[src/rtl/pba_pkg.sv]
// ----------------------------------------------------------------------------
// Page bitmap allocator package
// Shared types, sizes and codes for the page bitmap allocator.
// ----------------------------------------------------------------------------
package pba_pkg;

   localparam int MAP_WORDS  = 32;
   localparam int PAGE_SHIFT = 12;
   localparam int WORD_W     = (MAP_WORDS > 1) ? $clog2(MAP_WORDS) : 1;
   localparam logic [31:0] TOTAL_PAGES = 32'(MAP_WORDS * 32);

   localparam logic [31:0] POOL_BASE_RESET = 32'h0040_0000;
   localparam int CSR_ADDR_W = 3;
   localparam logic [0:0] CSR_POOL_BASE = 1'b0;

   localparam logic [1:0] STATUS_DONE = 2'd0;
   localparam logic [1:0] STATUS_NONE = 2'd1;
   localparam logic [1:0] STATUS_BAD  = 2'd2;

   localparam logic REQ_ALLOC = 1'b0;
   localparam logic REQ_FREE  = 1'b1;

   typedef struct packed {
      logic        req_type;
      logic [31:0] page_address;
   } req_item_type;

   typedef struct packed {
      logic [1:0]  status;
      logic [31:0] granted_address;
   } rsp_item_type;

   typedef struct packed {
      logic idle;
      logic done;
   } core_status_type;

endpackage

[src/rtl/pba_core.sv]
// ----------------------------------------------------------------------------
// Page bitmap allocator core
// Bitmap memory, per-word summary bits and the read-modify-write sequencer.
// ----------------------------------------------------------------------------
module pba_core (
   input  logic                  clock,
   input  logic                  reset,
   input  logic                  start,
   input  pba_pkg::req_item_type req,
   input  logic [31:0]           pool_base,
   input  logic                  out_free,
   output pba_pkg::core_status_type status,
   output pba_pkg::rsp_item_type result
);
   import pba_pkg::*;

   localparam logic ST_IDLE = 1'b0;
   localparam logic ST_WORK = 1'b1;

   logic                  state_ff, state_in;
   logic                  op_ff;
   logic [WORD_W-1:0]     word_ff;
   logic [4:0]            bit_ff;
   logic [1:0]            code_ff;
   logic [31:0]           rd_data_ff;
   logic                  rd_valid_ff;
   logic [31:0]           mem_ff [MAP_WORDS];
   logic [MAP_WORDS-1:0]  entry_valid_ff;
   logic [MAP_WORDS-1:0]  summary_ff;

   logic [WORD_W-1:0]     alloc_word;
   logic [31:0]           offset;
   logic [31:0]           free_page;
   logic                  free_bad;
   logic [WORD_W-1:0]     rd_addr;
   logic [1:0]            code_in;
   logic [31:0]           cur_word;
   logic [4:0]            pos;
   logic [31:0]           new_word;
   logic                  finish;
   logic                  wr_en;

   always_comb begin
      alloc_word = '0;
      for (int i = MAP_WORDS - 1; i >= 0; i--) begin
         if (summary_ff[i]) begin
            alloc_word = WORD_W'(i);
         end
      end
   end

   assign offset    = req.page_address - pool_base;
   assign free_page = offset >> PAGE_SHIFT;
   assign free_bad  = (req.page_address < pool_base) ||
                      (offset[PAGE_SHIFT-1:0] != '0) ||
                      (free_page >= TOTAL_PAGES);

   always_comb begin
      if (req.req_type == REQ_ALLOC) begin
         rd_addr = alloc_word;
         code_in = (summary_ff != '0) ? STATUS_DONE : STATUS_NONE;
      end else begin
         rd_addr = free_page[WORD_W+4:5];
         code_in = free_bad ? STATUS_BAD : STATUS_DONE;
      end
   end

   assign cur_word = rd_valid_ff ? rd_data_ff : '1;

   always_comb begin
      pos = '0;
      for (int i = 0; i < 32; i++) begin
         if (cur_word[i]) begin
            pos = 5'(31 - i);
         end
      end
   end

   assign new_word = (op_ff == REQ_ALLOC) ? (cur_word & ~(32'h8000_0000 >> pos))
                                          : (cur_word | (32'h8000_0000 >> bit_ff));
   assign finish   = (state_ff == ST_WORK) && out_free;
   assign wr_en    = finish && (code_ff == STATUS_DONE);

   always_comb begin
      state_in = state_ff;
      unique case (state_ff)
         ST_IDLE: begin
            if (start) begin
               state_in = ST_WORK;
            end
         end
         ST_WORK: begin
            if (out_free) begin
               state_in = ST_IDLE;
            end
         end
         default: state_in = ST_IDLE;
      endcase
   end

   always_ff @(posedge clock) begin
      if (reset) begin
         state_ff       <= ST_IDLE;
         entry_valid_ff <= '0;
         summary_ff     <= '1;
      end else begin
         state_ff <= state_in;
         if (wr_en) begin
            entry_valid_ff[word_ff] <= 1'b1;
            summary_ff[word_ff]     <= (new_word != '0);
         end
      end
   end

   always_ff @(posedge clock) begin
      if (start && state_ff == ST_IDLE) begin
         op_ff       <= req.req_type;
         word_ff     <= rd_addr;
         bit_ff      <= free_page[4:0];
         code_ff     <= code_in;
         rd_data_ff  <= mem_ff[rd_addr];
         rd_valid_ff <= entry_valid_ff[rd_addr];
      end
      if (wr_en) begin
         mem_ff[word_ff] <= new_word;
      end
   end

   assign status.idle = (state_ff == ST_IDLE);
   assign status.done = finish;

   assign result.status = code_ff;
   assign result.granted_address = (op_ff == REQ_ALLOC && code_ff == STATUS_DONE) ?
                                   pool_base + (32'({word_ff, pos}) << PAGE_SHIFT) : '0;

endmodule

[src/rtl/page_bitmap_allocator_unit.sv]
// ----------------------------------------------------------------------------
// Page bitmap allocator unit
// Allocates and frees fixed-size pages of a pool tracked in a bitmap memory.
//
//   Channel   Direction   Handshake            Payload
//   req       in          req_valid/req_ready  req_item (req_type, page_address)
//   rsp       out         rsp_valid/rsp_ready  rsp_item (status, granted_address)
//   csr       in/out      APB psel/penable     pool_base at byte address 0
//
// A new item is accepted only while idle; the accept cycle registers the
// addressed bitmap word, and the work state modifies the word read and writes
// it back, waiting while the result register still holds an untaken item.
// After reset every page is free at once; per-word valid bits stand in for
// the initial fill, so there is no clearing pass.
// ----------------------------------------------------------------------------
module page_bitmap_allocator_unit (
   input  logic                             clock,
   input  logic                             reset,
   input  logic                             req_valid,
   output logic                             req_ready,
   input  pba_pkg::req_item_type            req_item,
   output logic                             rsp_valid,
   input  logic                             rsp_ready,
   output pba_pkg::rsp_item_type            rsp_item,
   input  logic                             psel,
   input  logic                             penable,
   input  logic                             pwrite,
   input  logic [pba_pkg::CSR_ADDR_W-1:0]   paddr,
   input  logic [31:0]                      pwdata,
   output logic [31:0]                      prdata,
   output logic                             pready
);
   import pba_pkg::*;

   logic [31:0]     pool_base_ff;
   logic            rsp_valid_ff;
   rsp_item_type    rsp_item_ff;
   logic            out_free;
   core_status_type core_status;
   rsp_item_type    core_result;
   logic            sel_pool_base;

   assign out_free      = !rsp_valid_ff || rsp_ready;
   assign sel_pool_base = (paddr[CSR_ADDR_W-1] == CSR_POOL_BASE);

   pba_core u_core (
      .clock     (clock),
      .reset     (reset),
      .start     (req_valid && req_ready),
      .req       (req_item),
      .pool_base (pool_base_ff),
      .out_free  (out_free),
      .status    (core_status),
      .result    (core_result)
   );

   always_ff @(posedge clock) begin
      if (reset) begin
         pool_base_ff <= POOL_BASE_RESET;
         rsp_valid_ff <= 1'b0;
      end else begin
         if (psel && penable && pwrite && sel_pool_base) begin
            pool_base_ff <= pwdata;
         end
         if (core_status.done) begin
            rsp_valid_ff <= 1'b1;
         end else if (rsp_ready) begin
            rsp_valid_ff <= 1'b0;
         end
      end
   end

   always_ff @(posedge clock) begin
      if (core_status.done) begin
         rsp_item_ff <= core_result;
      end
   end

   assign req_ready = core_status.idle;
   assign rsp_valid = rsp_valid_ff;
   assign rsp_item  = rsp_item_ff;
   assign prdata    = sel_pool_base ? pool_base_ff : '0;
   assign pready    = 1'b1;

endmodule

[config.mk]
export PLATFORM = sky130hd
export DESIGN_NAME = page_bitmap_allocator_unit
export DESIGN_NICKNAME = d
export VERILOG_FILES = /design/src/rtl/pba_pkg.sv /design/src/rtl/pba_core.sv /design/src/rtl/page_bitmap_allocator_unit.sv
export SDC_FILE = /design/constraint.sdc
export NUM_CORES = 2
export LEC_CHECK = 0
export ABC_AREA = 1
export CAP_MARGIN = 30
export CORE_MARGIN = 3
export CORE_UTILIZATION = 45
export CTS_CLUSTER_SIZE = 10
export DETAILED_ROUTE_END_ITERATION = 12
export DONT_BUFFER_PORTS = 1
export GPL_ROUTABILITY_DRIVEN = 0
export GPL_TIMING_DRIVEN = 0
export PLACE_DENSITY_LB_ADDON = 0.2
export SETUP_SLACK_MARGIN = 0.15
export SYNTH_ARGS = -nofsm -noshare
export SYNTH_HDL_FRONTEND = slang
export SYNTH_SLANG_ARGS = --single-unit
export TNS_END_PERCENT = 20
[constraint.sdc]
create_clock -name clock -period 7.2 [get_ports clock]
set_input_delay 0.36 -clock clock [delete_from_list [all_inputs] [get_ports clock]]
set_output_delay 0.36 -clock clock [all_outputs]
set_load 0.01 [all_outputs]
==> out/metrics.csv <==
stage,metric,value,unit
run_status,status,completed,
routing,routed_wl,172,mm
sta,drv_slew,0,
clock_tree,numCtsBuffers,140,
routing,drtIter0Drc,4949,
run,cap_viol_max_count,0,
setup_path,worstSetupPathDepth,29,
grt,use_met2,41.4,%
grt,grt_pass1_wl,248,mm
sta,worstMarginPinSlew,1.14,ns
clock_tree,cts_max_level,4,
clock_tree,clkSlewWorstSetupHoldPaths,0.06,ns
routing,vias,39800,
floorplan,dieArea,124000,µm²
synthesis,yosysWarnings,0,
grt,grt.met1_usage,36.8,%
setup_path,startpoint_type,register,
floorplan,die_w,352,µm
synthesis,synth.top_cell.area_share,61.5,%
worst_hold_path,hold_depth,2,
power,ir_drop,0.178,mV
place,port_buffers,0,
grt,top_usage_layer,met2,
setup_path,cp_common_cell,nand2_1,
setup_path,reg2reg_setup_slack,1.22,ns
layout,drive_above_1_share,7.91,%
place,dp.cells,7023,
layout,area_delta_synth_final,14.9,%
setup_path,path_buf_inv,6,
layout,regArea,35100,µm²
worst_hold_path,hold_class,in -> reg,
setup_path,cp.arrival,6.49,ns
synthesis,synth_ff_type,edfxtp_1,
synthesis,synth_cell_types,54,
setup_path,crit_family,simple AND/OR/NAND/NOR gates,
synthesis,syn_nets,5480,
grt,antenna_found_initial,7,
routing,ant_nets,0,
sta,relSlewSlack,23.7,%
setup_path,max_stage_delay,0.53,ns
synthesis,synth_top_area_cell,edfxtp_1,
floorplan,start_util,45.5,%
routing,drc,0,
clock_tree,clk_latency,0.77,ns
setup_path,r2r_end,u_core.rd_data_ff[9],
setup_path,worstReg2RegStart,pool_base_ff[2],
layout,fillers,10300,
setup_path,required,7.72,ns
floorplan,rows,126,
power,leakagePower,0.0240,µW
setup_path,cp-endpoint,u_core.rd_data_ff[9],
layout,multi_input_area,15200,µm²
place,dp_hpwl,120,mm
synthesis,synth_cells,5362,
clock_tree,cts_sinks,1202,
grt,grt_usage,27.3,%
place,place_area,57600,µm²
setup_path,setup.worst_path.end_class,register,
routing,dr.pass1.iters,9,
floorplan,ioPinCount,144,
sta,period_needed,5.98,ns
routing,vias_per_cell,5.48,
setup_path,path_class,reg -> reg,
clock_tree,cts_root_buf,clkbuf_16,
synthesis,synth-edff-count,1104,
clock_tree,post_cts_resized,0,
sta,fin_hold_ws,0.0501,ns
grt,grt_pass1_vias,37600,
synthesis,yosys-top-cells-area,"edfxtp_1 (62%), nand2_1 (12%), nand3_1 (6.3%)",
worst_hold_path,hold_start,req_item[16],
grt,grt_max_degree,36,
setup_path,critPathSlowestCell,clkbuf_1,
synthesis,avgSynthCellArea,10.0,µm²
setup_path,critPathLaunch,pool_base_ff[2],
floorplan,die_h,352,µm
sta,period_share,83.0,%
synthesis,ys_async_sr_fraction,0,%
clock_tree,clk_path_buf_depth,3,
layout,final_nets,5721,
setup_path,cp_max_fo,10,
place,dp_worst_setup_slack,1.14,ns
grt,overflow,0,
sta,max_freq,0.167,GHz
clock_tree,tritoncts,built,
routing,routedWlPerCell,23.7,µm
sta,rsz0062_at_grt,false,
synthesis,syn_area,53900,µm²
sta,fin_ws,1.22,ns
sta,setup_violations,0,
grt,met3_usage,5.58,%
setup_path,r2r_cells,29,
layout,final_area,61900,µm²
sta,finalSetupTns,0,ns
synthesis,synth-seq-cells,1202,
floorplan,core_area,118000,µm²
synthesis,yosysSeqAreaShare,65.2,%
sta,clock_skew,0.0255,ns
sta,final_hold_viol_count,0,
layout,stdcell_count,7270,
power,powerDensity,269,nW/µm²
logic make-up (layout without fill, tap and decap cells):
group | count (synthesis) | in the layout | synth area share [%]
AOI/OAI and AO/OA | 398 | 398 | 4.45
xor gates and xnor gates | 22 | 22 | 0.358
adders and majority gates | 43 | 43 | 1.03
buffers and inverters | 972 | 1275 | 7.16
DFF | 1202 | 1202 | 65.2
other | 1 | 6 | 0.00696
and+or+nand+nor | 2724 | 2724 | 21.8
registers in the layout, indices dropped and copies added, names as in the netlist, 2 cells and up:
register,count
pool_base_ff,32
u_core.entry_valid_ff,32
u_core.bit_ff,5
u_core.summary_ff,32
rsp_item,34
u_core.word_ff,5
u_core.rd_data_ff,32
u_core.code_ff,2
u_core.mem_ff,1024
where the power goes:
group	total, µW	internal [µW]	switching [µW]
Clock	6330	3590	2740
Combinational	2410	587	1820
Sequential	7920	7870	51.6
worst register-to-register path: cells and delay by family, from the launching register on:
family | cells | cell delay [ns]
AO/OA/AOI/OAI | 5 | 0.79
adder cells (fa/ha/maj) | 1 | 0.36
buffers and inverters | 6 | 1.93
flip-flops | 1 | 0.30
AND/OR/NAND/NOR | 17 | 2.33
how the worst min path moves through the flow:
stage | to | slack [ns]
after global placement | u_core.entry_valid_ff[29] | 0.44
after detailed placement | u_core.entry_valid_ff[30] | 0.45
after floorplan | u_core.entry_valid_ff[16] | 0.43
after CTS | u_core.bit_ff[4] | 0.009
after global routing | u_core.bit_ff[4] | 0.06
final | u_core.bit_ff[4] | 0.05
placed cells by master (no fill, tap or decap), types with 7 or more instances in the layout:
cell type and n:
nand2_1 1654, edfxtp_1 1104, nand3_1 673, inv_1 672, nor2_1 162, clkbuf_1 161
a21oi_1 157, clkbuf_16 142, buf_2 138, nand3b_1 128, o211ai_1 107, dfxtp_1 98
o21ai_0 67, nor2_4 42, ha_1 41, dlygate4sd3_1 37, buf_16 35, inv_2 24
o21bai_1 23, nand4_1 22, buf_12 19, nor3_1 17, xor2_1 14, o21ai_1 11
buf_1 10, nor4_1 9, xnor2_1 8, a31oi_1 7, inv_6 7
synthesized netlist by cell type (all sizes together), types with 4 or more instances:
library cell,number
a21boi,6
a21oi,158
a31oi,7
buf,153
clkbuf,118
clkinv,4
dfxtp,98
edfxtp,1104
ha,41
inv,697
nand2,1660
nand3,673
nand3b,128
nand4,22
nor2,205
nor3,21
nor4,9
o211ai,107
o21a,4
o21ai,80
o21bai,23
xnor2,8
xor2,14
timing repair:
item,CTS,global route
hold endpoints to repair,36,0
endpoints found under the setup margin,0,0
hold buffers,37,0
setup buffers,0,0
layout make-up:
class	count	area share (%)
sequential	1202	56.7
multi-input combinational	3188	24.5
antenna	5	0.0202
clock inverter	19	0.327
buffer	271	1.98
timing repair buffer	99	2.94
inverter	701	4.26
tap	1600	3.23
clock buffer	185	6.00
per-stage QoR:
stage	util (%)	power (µW)
2_1_floorplan	-	9280
3_3_place_gp	47.2	10200
3_5_place_dp	48.6	10400
4_1_cts	52.3	16700
5_1_grt	52.3	17100
6_report	52.3	16700
layer usage:
| layer | wire length [µm] | part of all wire, % |
|---|---|---|
| met5 | 42 | 0.024 |
| met4 | 10100 | 5.9 |
| met3 | 17700 | 10 |
| met2 | 75300 | 44 |
| met1 | 69000 | 40 |
No activity file was read; power rests on OpenSTA's default activity.
